`config.mk`:
```
export PLATFORM = sky130hd
export DESIGN_NAME = hex_ascii_command_frame_parser
export DESIGN_NICKNAME = d
export VERILOG_FILES = /design/src/rtl/hacfp_pkg.sv /design/src/rtl/hacfp_hex_decode.sv /design/src/rtl/hacfp_framer.sv /design/src/rtl/hex_ascii_command_frame_parser.sv
export SDC_FILE = /design/constraint.sdc
export NUM_CORES = 1
export LEC_CHECK = 0
export ABC_AREA = 1
export ABC_CLOCK_PERIOD_IN_PS = 2300
export BUFFER_PORTS_ARGS = -buffer_cell sky130_fd_sc_hd__buf_2
export CORE_MARGIN = 2
export CORE_UTILIZATION = 55
export CTS_BUF_LIST = sky130_fd_sc_hd__clkbuf_8
export CTS_CLUSTER_SIZE = 28
export DETAILED_ROUTE_END_ITERATION = 10
export PLACE_DENSITY_LB_ADDON = 0.15
export SETUP_SLACK_MARGIN = 0.1
export SLEW_MARGIN = 20
export SYNTH_ARGS = -nofsm -noshare
export SYNTH_HDL_FRONTEND = slang
export SYNTH_SLANG_ARGS = --single-unit
```
`constraint.sdc`:
```
create_clock -name clk -period 2.3 [get_ports clk]
set_input_delay 0.345 -clock clk [delete_from_list [all_inputs] [get_ports clk]]
set_output_delay 0.345 -clock clk [all_outputs]
set_load 0.03 [all_outputs]
```
`src/rtl/hacfp_pkg.sv`:
```
// Shared types and constants of the hex ASCII command frame parser.
`default_nettype none

package hacfp_pkg;

  // Largest payload that is not flagged as oversize.
  localparam int unsigned MAX_PAYLOAD = 10;

  // A length byte above this value is flagged as oversize.
  localparam logic [7:0] OVERSIZE_LIMIT = 8'(MAX_PAYLOAD + 3);

  // Bytes that a frame carries besides its data: command, length and checksum.
  localparam logic [8:0] FRAME_OVERHEAD = 9'd3;

  // Range of command codes that the block recognizes.
  localparam logic [7:0] CMD_FIRST = 8'h01;
  localparam logic [7:0] CMD_LAST  = 8'h04;

  // ASCII ranges of hex digits and the offsets that turn them into nibbles.
  localparam logic [7:0] CHAR_DIGIT_LO = 8'h30;
  localparam logic [7:0] CHAR_DIGIT_HI = 8'h39;
  localparam logic [7:0] CHAR_UPPER_LO = 8'h41;
  localparam logic [7:0] CHAR_UPPER_HI = 8'h46;
  localparam logic [7:0] CHAR_LOWER_LO = 8'h61;
  localparam logic [7:0] CHAR_LOWER_HI = 8'h66;
  localparam logic [7:0] OFFSET_UPPER  = 8'h37;
  localparam logic [7:0] OFFSET_LOWER  = 8'h57;

  // Kind of a decoded byte as it appears on the result channel.
  typedef enum logic [1:0] {
    KIND_CMD      = 2'd0,
    KIND_LEN      = 2'd1,
    KIND_DATA     = 2'd2,
    KIND_CHECKSUM = 2'd3
  } byte_kind_t;

  // Where the framer stands within a frame.
  typedef enum logic [1:0] {
    POS_CMD  = 2'd0,
    POS_LEN  = 2'd1,
    POS_BODY = 2'd2
  } frame_pos_t;

  // One result word.
  typedef struct packed {
    logic [7:0] byte_value;
    byte_kind_t byte_kind;
    logic [7:0] data_index;
    logic       frame_end;
    logic       checksum_ok;
    logic       command_known;
    logic       hex_error;
    logic       oversize;
  } result_t;

endpackage

`default_nettype wire

```
`src/rtl/hacfp_hex_decode.sv`:
```
// Decoder from one ASCII character to a hex nibble with a bad-digit flag.
`default_nettype none

module hacfp_hex_decode (
  input  wire logic [7:0] char_in,
  output logic      [3:0] nibble,
  output logic            bad
);
  import hacfp_pkg::*;

  logic is_digit;
  logic is_upper;
  logic is_lower;
  logic [7:0] value;

  assign is_digit = (char_in >= CHAR_DIGIT_LO) && (char_in <= CHAR_DIGIT_HI);
  assign is_upper = (char_in >= CHAR_UPPER_LO) && (char_in <= CHAR_UPPER_HI);
  assign is_lower = (char_in >= CHAR_LOWER_LO) && (char_in <= CHAR_LOWER_HI);

  // A character that is not a hex digit decodes as zero.
  always_comb begin
    priority if (is_digit) begin
      value = char_in - CHAR_DIGIT_LO;
    end else if (is_upper) begin
      value = char_in - OFFSET_UPPER;
    end else if (is_lower) begin
      value = char_in - OFFSET_LOWER;
    end else begin
      value = 8'h00;
    end
  end

  assign nibble = value[3:0];
  assign bad    = !(is_digit || is_upper || is_lower);

endmodule

`default_nettype wire

```
`src/rtl/hacfp_framer.sv`:
```
// Pairing of nibbles into bytes and framing state of the parser.
`default_nettype none

module hacfp_framer (
  input  wire logic              clk,
  input  wire logic              rst_n,
  input  wire logic              step,
  input  wire logic [3:0]        nibble,
  input  wire logic              nibble_bad,
  output logic                   second_digit,
  output logic                   res_fire,
  output hacfp_pkg::result_t     res
);
  import hacfp_pkg::*;

  logic       second_digit_r, second_digit_nxt;
  logic [3:0] high_nibble_r,  high_nibble_nxt;
  logic       high_bad_r,     high_bad_nxt;
  frame_pos_t position_r,     position_nxt;
  logic [7:0] payload_cnt_r,  payload_cnt_nxt;
  logic [7:0] frame_len_r,    frame_len_nxt;
  logic [7:0] run_sum_r,      run_sum_nxt;
  logic [7:0] cmd_byte_r,     cmd_byte_nxt;

  logic [7:0] value;
  logic       more_data;

  assign value = {high_nibble_r, nibble};

  // payload_cnt < len - 3, written so that a length below three yields no data.
  assign more_data = ({1'b0, payload_cnt_r} + FRAME_OVERHEAD) < {1'b0, frame_len_r};

  always_comb begin
    second_digit_nxt = second_digit_r;
    high_nibble_nxt  = high_nibble_r;
    high_bad_nxt     = high_bad_r;
    position_nxt     = position_r;
    payload_cnt_nxt  = payload_cnt_r;
    frame_len_nxt    = frame_len_r;
    run_sum_nxt      = run_sum_r;
    cmd_byte_nxt     = cmd_byte_r;

    res               = '0;
    res.byte_value    = value;
    res.hex_error     = high_bad_r || nibble_bad;

    if (!second_digit_r) begin
      high_nibble_nxt  = nibble;
      high_bad_nxt     = nibble_bad;
      second_digit_nxt = 1'b1;
    end else begin
      second_digit_nxt = 1'b0;
      unique case (position_r)
        POS_CMD: begin
          res.byte_kind = KIND_CMD;
          cmd_byte_nxt  = value;
          run_sum_nxt   = value;
          position_nxt  = POS_LEN;
        end
        POS_LEN: begin
          res.byte_kind = KIND_LEN;
          res.oversize  = value > OVERSIZE_LIMIT;
          frame_len_nxt = value;
          run_sum_nxt   = run_sum_r + value;
          position_nxt  = POS_BODY;
        end
        POS_BODY: begin
          if (more_data) begin
            res.byte_kind   = KIND_DATA;
            res.data_index  = payload_cnt_r;
            payload_cnt_nxt = payload_cnt_r + 8'd1;
            run_sum_nxt     = run_sum_r + value;
          end else begin
            res.byte_kind     = KIND_CHECKSUM;
            res.frame_end     = 1'b1;
            res.checksum_ok   = run_sum_r == value;
            res.command_known = (cmd_byte_r >= CMD_FIRST) && (cmd_byte_r <= CMD_LAST);
            res.oversize      = frame_len_r > OVERSIZE_LIMIT;
            position_nxt      = POS_CMD;
            payload_cnt_nxt   = 8'd0;
            run_sum_nxt       = 8'd0;
          end
        end
        default: begin
          position_nxt = POS_CMD;
        end
      endcase
    end
  end

  always_ff @(posedge clk) begin
    if (!rst_n) begin
      second_digit_r <= 1'b0;
      high_nibble_r  <= 4'd0;
      high_bad_r     <= 1'b0;
      position_r     <= POS_CMD;
      payload_cnt_r  <= 8'd0;
      frame_len_r    <= 8'd0;
      run_sum_r      <= 8'd0;
      cmd_byte_r     <= 8'd0;
    end else if (step) begin
      second_digit_r <= second_digit_nxt;
      high_nibble_r  <= high_nibble_nxt;
      high_bad_r     <= high_bad_nxt;
      position_r     <= position_nxt;
      payload_cnt_r  <= payload_cnt_nxt;
      frame_len_r    <= frame_len_nxt;
      run_sum_r      <= run_sum_nxt;
      cmd_byte_r     <= cmd_byte_nxt;
    end
  end

  assign second_digit = second_digit_r;
  assign res_fire     = step && second_digit_r;

endmodule

`default_nettype wire

```
`src/rtl/hex_ascii_command_frame_parser.sv`:
```
// Top level of the hex ASCII command frame parser.
`default_nettype none

// The parser takes one ASCII character per word on the input channel and
// pairs consecutive characters into bytes, the first character being the
// high nibble; 0-9, A-F and a-f are hex digits, anything else decodes as
// zero and raises hex_error on the byte of its pair. Bytes are framed as
// command, length, (length - 3) data bytes and checksum, and every byte
// leaves as one result word with its kind; the first character of a pair
// produces no word. On the checksum word frame_end is set, checksum_ok
// tells whether the 8-bit sum of command, length and data matches, and
// command_known whether the command is 1 to 4. oversize flags a length
// above the payload limit plus three on the length and checksum words,
// while framing still follows the length. After the checksum the parser
// is ready for the next frame. Throughput is one character per clock:
// a character is captured in the input register, then decoded, counted
// and summed in short logic, and its result word enters the output
// register when that register has room. The output register decouples
// the two sides, so a new character is taken while a finished word
// waits; only a second digit that finds the output register full and
// stalled holds the input back.
module hex_ascii_command_frame_parser (
  input  wire logic       clk,
  input  wire logic       rst_n,
  input  wire logic       in_valid,
  output logic            in_stall,
  input  wire logic [7:0] in_rx_char,
  output logic            out_valid,
  input  wire logic       out_stall,
  output logic [7:0]      out_byte_value,
  output logic [1:0]      out_byte_kind,
  output logic [7:0]      out_data_index,
  output logic            out_frame_end,
  output logic            out_checksum_ok,
  output logic            out_command_known,
  output logic            out_hex_error,
  output logic            out_oversize
);
  import hacfp_pkg::*;

  // Input register.
  logic       in_vld_r;
  logic [7:0] in_char_r;

  // Output register.
  logic       out_vld_r;
  result_t    out_res_r;

  logic [3:0] nibble;
  logic       nibble_bad;
  logic       second_digit;
  logic       res_fire;
  result_t    res;
  logic       out_free;
  logic       step;

  hacfp_hex_decode u_decode (
    .char_in (in_char_r),
    .nibble  (nibble),
    .bad     (nibble_bad)
  );

  // The output register is free when empty or when its word leaves now.
  assign out_free = !out_vld_r || !out_stall;

  // A first digit always moves on; a second digit needs room for its word.
  assign step = in_vld_r && (!second_digit || out_free);

  hacfp_framer u_framer (
    .clk          (clk),
    .rst_n        (rst_n),
    .step         (step),
    .nibble       (nibble),
    .nibble_bad   (nibble_bad),
    .second_digit (second_digit),
    .res_fire     (res_fire),
    .res          (res)
  );

  assign in_stall = in_vld_r && !step;

  always_ff @(posedge clk) begin
    if (!rst_n) begin
      in_vld_r <= 1'b0;
    end else if (!in_stall) begin
      in_vld_r <= in_valid;
    end
  end

  always_ff @(posedge clk) begin
    if (in_valid && !in_stall) begin
      in_char_r <= in_rx_char;
    end
  end

  always_ff @(posedge clk) begin
    if (!rst_n) begin
      out_vld_r <= 1'b0;
    end else if (res_fire) begin
      out_vld_r <= 1'b1;
    end else if (!out_stall) begin
      out_vld_r <= 1'b0;
    end
  end

  always_ff @(posedge clk) begin
    if (res_fire) begin
      out_res_r <= res;
    end
  end

  assign out_valid         = out_vld_r;
  assign out_byte_value    = out_res_r.byte_value;
  assign out_byte_kind     = out_res_r.byte_kind;
  assign out_data_index    = out_res_r.data_index;
  assign out_frame_end     = out_res_r.frame_end;
  assign out_checksum_ok   = out_res_r.checksum_ok;
  assign out_command_known = out_res_r.command_known;
  assign out_hex_error     = out_res_r.hex_error;
  assign out_oversize      = out_res_r.oversize;

endmodule

`default_nettype wire

```
==> impl_metrics.json, run 1 <==
{
  "critPathArrivalTime_ns": 2.65,
  "setup.reg_to_reg.worst_slack_ns": -0.07,
  "drcViolationCount": 0,
  "hpwl_um": 5960,
  "timing.final.hold_violations": 0,
  "total_power_of_the_final_layout_mw": 2.67,
  "ys.warnings.count": 0,
  "rr_endpoint": "u_framer.run_sum_r[6]",
  "synthTopCellsByArea": "sky130_fd_sc_hd__edfxtp_1 (25%), sky130_fd_sc_hd__dfxtp_1 (22%), sky130_fd_sc_hd__ha_1 (7.9%), sky130_fd_sc_hd__inv_1 (7.2%), sky130_fd_sc_hd__nand2_1 (5.6%)",
  "min-delay-start": "in_rx_char[5]",
  "list_of_most_frequent_post_synthesis_cells": "sky130_fd_sc_hd__inv_1 (73), sky130_fd_sc_hd__nand2_1 (56), sky130_fd_sc_hd__dfxtp_1 (42)",
  "portBuffers": 36,
  "setup_ws_ns": -0.0656,
  "grt-ovfl-total": 0,
  "avgViaCountPerCell": 5.35,
  "irDropWorstVdd_v": 0.000472,
  "synth.avg_cell_area_sq_um": 8.54,
  "endpoint_kind": "flop",
  "routed_wl_um": 8800,
  "period_needed_ns": 2.37,
  "fin_hold_ws_ns": 0.169,
  "max_slew.worst_pin.slew_ns": 0.686,
  "grt_pass1_vias": 2911,
  "timing.hold.worst_endpoint": "in_char_r[5]",
  "detailedRoute.firstIterationViolations": 222,
  "cp_cell_sequence": "ha_2, o21ai_2, nand2_2, nand2_4, nand2_4, nand3_4, inv_4, ha_4, fa_2, nand4_1, nand3_1, xnor2_1, nor2_1, nand2_2, a21oi_2",
  "die_width_um": 86.9,
  "cts_buffer_depth": 2,
  "drv.max_cap_violation_count": 0,
  "wl_met2_um": 4110,
  "timing.critical_path.fanout_max": 7,
  "place.gp.congestion": 0.910,
  "violations": "setup timing",
  "synth.most_common_cell": "sky130_fd_sc_hd__inv_1",
  "post_synth_top_area_cell": "sky130_fd_sc_hd__edfxtp_1",
  "result_of_the_run": "complete, but fails checks",
  "number_of_enable_flip_flop_cells_after_synthesis": 31,
  "antenna_violating_nets_post_route": 0,
  "design.portCount": 37,
  "tritoncts": "yes",
  "clock_insertion_delay_worst_skew_ns": 0.36,
  "first_pass_grt_wire_length_um": 13700,
  "initial_utilization_pct": 56.3,
  "cpPeakStageDelay_ns": 0.43,
  "antenna_found_initial": 0,
  "worst_clock_skew_ns": 0.0140,
  "clkSinkCount": 73,
  "cts-root-buf": "sky130_fd_sc_hd__clkbuf_8",
  "design.die.area_sq_um": 7560,
  "synth_top_area_share_pct": 24.6,
  "fin_crit_sh_pct": 103,
  "grt_util_all_layers_pct": 23.1,
  "design.core.area_sq_um": 6720,
  "synth_area_sq_um": 3780,
  "cts.htree.levels": 3,
  "timing.setup.tns_ns": -0.651,
  "setup_viol": 16,
  "leakagePower_nw": 2.19,
  "dr_total_vias": 3249,
  "drt-wirelength-per-cell_um": 14.5,
  "clk_transition_reported_paths_ns": 0.08,
  "worstReg2RegStart": "in_char_r[0]",
  "drt_first_pass_iters": 4,
  "met1_length_um": 4070,
  "grt_setup_unrepaired": "yes",
  "worst_ep_required_time_ns": 2.59,
  "ctsHoldBuffers": 0,
  "rows": 30,
  "r2r_cells": 15,
  "register_area_share_after_synthesis_pct": 46.8,
  "route.met3.wl_um": 461,
  "timing.critical_path.from_type": "flop",
  "grt_max_degree": 42,
  "power_per_cell_area_nw_per_um2": 540,
  "critical_path_class": "reg -> reg",
  "area_delta_synth_final_pct": 30.8,
  "synthArstFlopShare_pct": 0,
  "mappedNetlistNets": 480,
  "yosys_register_bits": 73,
  "post_route_cells_drive_above_1_share_pct": 37.0,
  "syn-instance-count": 443,
  "die_height_um": 86.9,
  "cts_made_buffers": 9,
  "antenna_cells_inserted": 0,
  "num-nets-final": 559,
  "max-slew-margin-rel_pct": 54.2,
  "synth_top_flop_cell": "sky130_fd_sc_hd__dfxtp_1",
  "worst_path_max_delay_cell": "sky130_fd_sc_hd__edfxtp_1",
  "holdPathStages": 1,
  "timing_max_transition_violations_final": 0,
  "fmax_achieved_mhz": 423,
  "synth.distinct_cells": 34,
  "top_signal_layer_used": "met4",
  "worstHoldPathType": "in -> reg"
}
-- worst max-delay path: cells and delay by family, from the launching register on --
kind	cells	cell delay [ns]
flops	1	0.43
buf+inv	1	0.04
simple gates	8	0.76
compound gates	2	0.22
xor+xnor	1	0.13
fa+ha+maj	3	0.72
-- metal layers --
metal / global-route usage, % / vias to the layer above
li1: - / 1621
met1: 33.1 / 1525
met2: 35.2 / 87
met3: 4.08 / 16
met4: 8.52 / 0
met5: 0 / -
-- cell families after synthesis --
family | share of synthesized area, %
compound gates | 13.5
xor+xnor | 2.78
fa+ha+maj | 8.47
buf+inv | 8.53
flops | 46.8
simple gates | 19.9
-- worst max-delay path by stage --
| stage | start | endpoint | depth (start not counted) |
|---|---|---|---|
| detailed placement | in_char_r[0] | u_framer.run_sum_r[5] | 18 |
| finish | in_char_r[0] | u_framer.run_sum_r[6] | 15 |
| CTS | in_char_r[0] | u_framer.run_sum_r[6] | 16 |
| global placement | in_char_r[0] | u_framer.run_sum_r[5] | 18 |
| floorplan | in_char_r[0] | u_framer.run_sum_r[6] | 16 |
| global route | in_char_r[0] | u_framer.run_sum_r[6] | 15 |
-- state kept, by name (all words and copies together), names as in the netlist, 4 cells and up --
name                    flops
u_framer.cmd_byte_r         8
u_framer.high_nibble_r      4
u_framer.run_sum_r          8
in_char_r                   8
out_byte_value              8
out_data_index              8
u_framer.frame_len_r        8
u_framer.payload_cnt_r      8
-- through the flow --
step           instances  setup WS (ns)  instance area (sq um)  utilization, %
3_3_place_gp         581        -0.0646                   4320            64.2
5_1_grt              607         -0.267                   4950            73.6
4_1_cts              602        -0.0792                   4650            69.2
3_5_place_dp         581         -0.135                   4320            64.2
6_report             607        -0.0656                   4950            73.6
2_1_floorplan        443        -0.0503                   3840               -
-- placed cells by master (no fill, tap or decap), types with 2 or more instances in the layout --
| master | Yosys | final |
|---|---|---|
| sky130_fd_sc_hd__nand3_2 | 4 | 9 |
| sky130_fd_sc_hd__buf_4 | 0 | 41 |
| sky130_fd_sc_hd__nor2_2 | 2 | 7 |
| sky130_fd_sc_hd__nand3_4 | 1 | 7 |
| sky130_fd_sc_hd__edfxtp_1 | 31 | 31 |
| sky130_fd_sc_hd__nand2_8 | 0 | 3 |
| sky130_fd_sc_hd__dfxtp_1 | 42 | 38 |
| sky130_fd_sc_hd__inv_4 | 0 | 3 |
| sky130_fd_sc_hd__nor2_1 | 37 | 24 |
| sky130_fd_sc_hd__clkbuf_8 | 0 | 9 |
| sky130_fd_sc_hd__nor4_1 | 3 | 3 |
| sky130_fd_sc_hd__a21oi_2 | 8 | 16 |
| sky130_fd_sc_hd__nor2_4 | 2 | 10 |
| sky130_fd_sc_hd__xnor2_1 | 5 | 5 |
| sky130_fd_sc_hd__nor3_1 | 3 | 3 |
| sky130_fd_sc_hd__o21ai_2 | 0 | 2 |
| sky130_fd_sc_hd__inv_6 | 0 | 3 |
| sky130_fd_sc_hd__inv_1 | 73 | 64 |
| sky130_fd_sc_hd__o21ai_0 | 40 | 39 |
| sky130_fd_sc_hd__ha_4 | 0 | 7 |
| sky130_fd_sc_hd__inv_2 | 3 | 8 |
| sky130_fd_sc_hd__nand2_1 | 56 | 46 |
| sky130_fd_sc_hd__nand3_1 | 24 | 13 |
| sky130_fd_sc_hd__xor2_1 | 7 | 7 |
| sky130_fd_sc_hd__a21oi_1 | 37 | 29 |
| sky130_fd_sc_hd__dfxtp_2 | 0 | 4 |
| sky130_fd_sc_hd__nand2_4 | 1 | 7 |
| sky130_fd_sc_hd__buf_2 | 2 | 36 |
| sky130_fd_sc_hd__ha_1 | 24 | 16 |
| sky130_fd_sc_hd__nand4_1 | 8 | 8 |
| sky130_fd_sc_hd__clkinvlp_4 | 0 | 3 |
| sky130_fd_sc_hd__o211ai_1 | 2 | 2 |
| sky130_fd_sc_hd__nand2_2 | 13 | 14 |
-- what timing repair did --
item / in CTS / in global routing
endpoints found under the setup margin: 29 / 31
setup buffers: 5 / 5
resized for setup: 31 / 58
pin swaps: 16 / 12
-- power breakdown --
| part | internal (mW) | switching (mW) | total, mW |
|---|---|---|---|
| Combinational | 0.113 | 0.175 | 0.288 |
| Clock | 0.410 | 0.558 | 0.969 |
| Sequential | 1.38 | 0.0322 | 1.42 |
| Total | 1.91 | 0.766 | 2.67 |
-- area by class of cell --
cell class                 count  area [sq um]
fill                         497          1770
tap                           80           100
timing repair buffer          77           488
inverter                      76           305
clock buffer                   9           124
clock inverter                 7          60.1
sequential                    73          1780
multi-input combinational    285          2090
Power figures use the tool's default switching activity.
==> run 2, diff against run 1 <==
Settings changed: ABC_CLOCK_PERIOD_IN_PS 2300 to 1950.
Clock period 2.3 ns to 1.95 ns, I/O delays scaled along.
==> run 2 against run 1 <==
  * The run still ends with setup timing left
  * Clock power rose by 63%
  * Largest power group unchanged
  * Maximum frequency fell by 6.5%
  * Critical endpoint unchanged
  * Sequential power rose by 18%
  * Hold slack got worse by 0.048 ns
  * First-iteration DRC count fell by 2.3%
==> impl_metrics.json, run 2 (synthesis results as in run 1) <==
{
  "result_of_the_run": "complete, but fails checks",
  "violations": "setup timing",
  "fmax_achieved_mhz": 395,
  "fin_hold_ws_ns": 0.121,
  "antenna_cells_inserted": 0,
  "timing.setup.tns_ns": -14.11,
  "worstHoldPathType": "in -> reg",
  "setup_viol": 31,
  "timing.critical_path.fanout_max": 7,
  "first_pass_grt_wire_length_um": 16100,
  "leakagePower_nw": 2.39,
  "antenna_violating_nets_post_route": 0,
  "worst_ep_required_time_ns": 2.23,
  "clkSinkCount": 73,
  "die_height_um": 86.9,
  "ctsHoldBuffers": 0,
  "cts.htree.levels": 3,
  "antenna_found_initial": 0,
  "grt-ovfl-total": 0,
  "period_needed_ns": 2.53,
  "critical_path_class": "reg -> reg",
  "preCtsSetupSlack_ns": -0.570,
  "place.gp.congestion": 0.934,
  "routed_wl_um": 10400,
  "clk_transition_reported_paths_ns": 0.08,
  "grt_util_all_layers_pct": 27.7,
  "power_per_cell_area_nw_per_um2": 690,
  "area_delta_synth_final_pct": 39.7,
  "place_area_sq_um": 4520,
  "timing.final.hold_violations": 0,
  "portBuffers": 36,
  "detailedRoute.firstIterationViolations": 217,
  "drv.max_cap_violation_count": 0,
  "max-slew-margin-rel_pct": 54.4,
  "setup_ws_ns": -0.581,
  "rows": 30,
  "design.core.area_sq_um": 6720,
  "irDropWorstVdd_v": 0.000457,
  "timing.critical_path.from_type": "flop",
  "drt-wirelength-per-cell_um": 16.5,
  "fin_area_sq_um": 5290,
  "initial_utilization_pct": 56.3,
  "worst_clock_skew_ns": 0.0116,
  "drcViolationCount": 0,
  "grt_pass1_vias": 3386,
  "endpoint_kind": "flop",
  "cts_made_buffers": 9,
  "grt_setup_unrepaired": "yes",
  "tritoncts": "yes",
  "cts-root-buf": "sky130_fd_sc_hd__clkbuf_8",
  "design.die.area_sq_um": 7560,
  "total_power_of_the_final_layout_mw": 3.65,
  "max_slew.worst_pin.slew_ns": 0.684,
  "placed_cells": 598,
  "critPathArrivalTime_ns": 2.81,
  "post_route_cells_drive_above_1_share_pct": 40.5,
  "timing_max_transition_violations_final": 0,
  "clock_insertion_delay_worst_skew_ns": 0.35,
  "die_width_um": 86.9,
  "fin_crit_sh_pct": 130,
  "most_common_cell_type_on_the_critical_path": "sky130_fd_sc_hd__nand2_2",
  "dr_total_vias": 3484,
  "drt_first_pass_iters": 5,
  "grt_max_degree": 42,
  "design.portCount": 37,
  "cp_cell_sequence": "ha_2, o21ai_2, nand2_2, nand2_4, nand2_8, nand3_4, inv_4, ha_4, fa_2, nand4_1, nand3_1, xnor2_1, nor2_1, nand2_2, a21oi_2",
  "avgViaCountPerCell": 5.50,
  "worst_path_max_delay_cell": "sky130_fd_sc_hd__edfxtp_1",
  "num-nets-final": 585,
  "most-common-layout-cells": "sky130_fd_sc_hd__inv_1 (62), sky130_fd_sc_hd__buf_4 (62), sky130_fd_sc_hd__nand2_1 (47)",
  "cts_buffer_depth": 2,
  "cpPeakStageDelay_ns": 0.44,
  "post_layout_nonfiller_instances": 633,
  "hpwl_um": 6430,
  "layout.core_utilization_pct": 78.7
}
-- run 2: changes by cell type in the layout (fill, tap and decap cells not counted), sizes merged --
cell / delta
inv: -3
clkinv: +2
bufinv: +4
clkinvlp: -3
buf: +26
-- run 2: power breakdown --
part | switching [mW] | leakage, nW | internal (mW) | total (mW)
logic | 0.238 | 1.62 | 0.166 | 0.404
registers | 0.0339 | 0.639 | 1.63 | 1.67
clock network | 0.596 | 0.133 | 0.981 | 1.58
-- run 2: routing by layer --
| metal | up-vias | share of wire, % | track usage [%] |
|---|---|---|---|
| li1 | 1673 | - | - |
| met1 | 1668 | 42 | 34.5 |
| met2 | 114 | 51 | 46.3 |
| met3 | 29 | 4.5 | 4.27 |
| met4 | 0 | 3.3 | 14.1 |
| met5 | - | 0 | 0 |
-- run 2: final cells by class --
class	count	area, sq um
multi-input cells	285	2110
flip-flops and latches	73	1780
fillers	420	1430
repair buffers	103	728
inverters	76	305
clock inverters	7	143
clock buffers	9	124
well taps	80	100
-- run 2: worst paths after layout --
path	cells after the start	slack, ns	start	to
max reg2reg	15	-0.58	in_char_r[0]	u_framer.run_sum_r[6]
min reg2reg	2	0.47	u_framer.cmd_byte_r[5]	u_framer.cmd_byte_r[5]
max	15	-0.58	in_char_r[0]	u_framer.run_sum_r[6]
min	1	0.12	in_rx_char[5]	in_char_r[5]
-- run 2: what timing repair did --
| action | 4_1_cts | 5_1_grt |
|---|---|---|
| cloned | 0 | 0 |
| endpoints found under the setup margin | 31 | 34 |
| pin swaps | 26 | 8 |
| setup buffers | 12 | 7 |
| resized for setup | 41 | 37 |
-- run 2: critical path, delay by kind of cell, from the launching register on --
family / cells / cell delay [ns]
buf+inv: 1 / 0.04
simple gates: 8 / 0.84
flops: 1 / 0.44
fa+ha+maj: 3 / 0.73
compound gates: 2 / 0.25
xor+xnor: 1 / 0.14
==> run 3, diff against run 2 <==
==> constraint.sdc (replaced) <==
create_clock -name clk -period 1.95 [get_ports clk]
set_input_delay 0.39 -clock clk [delete_from_list [all_inputs] [get_ports clk]]
set_output_delay 0.39 -clock clk [all_outputs]
set_load 0.03 [all_outputs]
==> run 3 against run 2 <==
  * Power is 14% lower
  * Wire length is 11% lower
  * Sequential power hardly changed
  * Global-route usage is 3.2 points lower
  * First-iteration DRC count is 8.3% lower
  * Maximum frequency is 5.5% higher
  * Largest cell class unchanged
  * Highest routed layer unchanged
  * Clock skew is 0.0050 ns lower
  * Combinational power is 12% lower
  * Sequential cell count stayed put
  * Core utilization is 3.5 points lower
  * Non-clock buffer count is 9 lower
  * The run still ends with setup timing left
==> impl_metrics.json, run 3 (synthesis results as in run 1) <==
{
  "clock_insertion_delay_worst_skew_ns": 0.35,
  "post_layout_nonfiller_instances": 624,
  "design.portCount": 37,
  "r2r_cells": 15,
  "dr_total_vias": 3318,
  "irDropWorstVdd_v": 0.000374,
  "holdPathStages": 1,
  "cts_made_buffers": 9,
  "post_route_cells_drive_above_1_share_pct": 38.4,
  "portBuffers": 36,
  "worst_clock_skew_ns": 0.00663,
  "placed_cells": 598,
  "antenna_violating_nets_post_route": 0,
  "die_width_um": 86.9,
  "rows": 30,
  "num-nets-final": 576,
  "layout.core_utilization_pct": 75.1,
  "grt_util_all_layers_pct": 24.5,
  "max-slew-margin-rel_pct": 55.5,
  "clk_transition_reported_paths_ns": 0.08,
  "seqCellArea_sq_um": 1780,
  "detailedRoute.firstIterationViolations": 199,
  "routed_wl_um": 9260,
  "grt_max_degree": 41,
  "area_delta_synth_final_pct": 33.4,
  "critical_path_class": "reg -> reg",
  "worstReg2RegStart": "in_char_r[0]",
  "fin_crit_sh_pct": 123,
  "most-common-layout-cells": "sky130_fd_sc_hd__inv_1 (65), sky130_fd_sc_hd__buf_4 (57), sky130_fd_sc_hd__nand2_1 (48)",
  "grt_pass1_vias": 3054,
  "antenna_found_initial": 0,
  "worstHoldPathType": "in -> reg",
  "setup_ws_ns": -0.450,
  "timing_max_transition_violations_final": 0,
  "endpoint_kind": "flop",
  "timing.critical_path.fanout_max": 7,
  "antenna_cells_inserted": 0,
  "min-delay-start": "in_rx_char[4]",
  "total_power_of_the_final_layout_mw": 3.15,
  "rr_endpoint": "u_framer.run_sum_r[6]",
  "cts-root-buf": "sky130_fd_sc_hd__clkbuf_8",
  "max_slew.worst_pin.slew_ns": 0.667,
  "multi_input_comb_area_sq_um": 2060,
  "cts_buffer_depth": 2,
  "hpwl_um": 6180,
  "setup.reg_to_reg.worst_slack_ns": -0.45,
  "first_pass_grt_wire_length_um": 14300,
  "mostFrequentLayoutCell": "sky130_fd_sc_hd__inv_1",
  "leakagePower_nw": 2.27,
  "grt-ovfl-total": 0,
  "drt_first_pass_iters": 4,
  "timing.setup.tns_ns": -11.25,
  "period_needed_ns": 2.40,
  "number_of_filler_cells_placed_in_the_layout": 453,
  "worst_ep_required_time_ns": 2.23,
  "drt-wirelength-per-cell_um": 14.8,
  "place.gp.congestion": 0.915,
  "fmax_achieved_mhz": 417,
  "timing.hold.worst_endpoint": "in_char_r[4]",
  "power_per_cell_area_nw_per_um2": 624,
  "tritoncts": "yes",
  "drcViolationCount": 0,
  "drv.max_cap_violation_count": 0,
  "setup_viol": 31,
  "avgViaCountPerCell": 5.32,
  "die_height_um": 86.9,
  "ctsHoldBuffers": 0,
  "design.die.area_sq_um": 7560,
  "design.core.area_sq_um": 6720,
  "violations": "setup timing",
  "result_of_the_run": "complete, but fails checks",
  "clkSinkCount": 73,
  "timing.critical_path.from_type": "flop",
  "cts.htree.levels": 3,
  "critPathArrivalTime_ns": 2.68,
  "grt_setup_unrepaired": "yes",
  "initial_utilization_pct": 56.3,
  "timing.final.hold_violations": 0
}
run 3: cell count changes in the layout (fill, tap and decap cells not counted), sizes merged:
cell	previous run	this run
buf	103	94
inv	76	77
clkinv	3	1
clkbuf	9	12
clkinvlp	0	2
bufinv	4	0
run 3: cell type report:
cell class,count,area share [%]
inverters,76,5.95
clock buffers,12,3.27
well taps,80,1.98
flip-flops and latches,73,35.3
multi-input cells,285,40.7
repair buffers,94,12.3
clock inverters,4,0.545
run 3: metal layers:
layer,part of all wire (%),up-vias,track usage (%)
li1,-,1654,-
met1,45,1578,33.7
met2,50,75,39.3
met3,3.7,11,3.79
met4,1.4,0,8.38
met5,0,-,0
run 3: what timing repair did:
| action | 4_1_cts | 5_1_grt |
|---|---|---|
| gates resized for setup | 36 | 28 |
| setup endpoints to repair | 31 | 32 |
| setup buffers | 7 | 3 |
| pin swaps | 15 | 12 |
run 3: worst max-delay path by stage:
| stage | from | end | slack (ns) | cells past startpoint |
|---|---|---|---|---|
| finish | in_char_r[0] | u_framer.run_sum_r[6] | -0.45 | 15 |
| global route | in_char_r[0] | u_framer.run_sum_r[6] | -0.61 | 16 |
| CTS | in_char_r[0] | u_framer.run_sum_r[6] | -0.46 | 15 |
| detailed placement | in_char_r[0] | u_framer.run_sum_r[6] | -0.55 | 16 |
| global placement | in_char_r[0] | u_framer.run_sum_r[6] | -0.42 | 16 |
| floorplan | in_char_r[0] | u_framer.run_sum_r[6] | -0.40 | 16 |
run 3: report_power, final:
group	leakage (nW)	internal [mW]	switching, mW
registers	0.639	1.63	0.0335
logic	1.54	0.144	0.212
clock network	0.0960	0.564	0.565
total	2.27	2.34	0.811
run 3: worst max-delay path, stage by stage, from the launching register on:
cell,delay (ns)
sky130_fd_sc_hd__edfxtp_1,0.44
sky130_fd_sc_hd__ha_2,0.21
sky130_fd_sc_hd__o21ai_2,0.12
sky130_fd_sc_hd__nand2_2,0.10
sky130_fd_sc_hd__nand2_4,0.13
sky130_fd_sc_hd__nand2_2,0.09
sky130_fd_sc_hd__nand3_4,0.11
sky130_fd_sc_hd__inv_4,0.04
sky130_fd_sc_hd__ha_4,0.15
sky130_fd_sc_hd__fa_2,0.35
sky130_fd_sc_hd__nand4_1,0.08
sky130_fd_sc_hd__nand3_1,0.09
sky130_fd_sc_hd__xnor2_1,0.14
sky130_fd_sc_hd__nor2_1,0.14
sky130_fd_sc_hd__nand2_2,0.06
sky130_fd_sc_hd__a21oi_2,0.11
run 3: stage by stage:
step	setup slack [ns]	hold slack (ns)	area, sq um
final	-0.450	0.216	5050
after floorplan	-0.400	0.430	3910
after global routing	-0.613	0.206	5050
after detailed placement	-0.549	0.461	4510
after global placement	-0.422	0.447	4510
after CTS	-0.460	0.212	4920
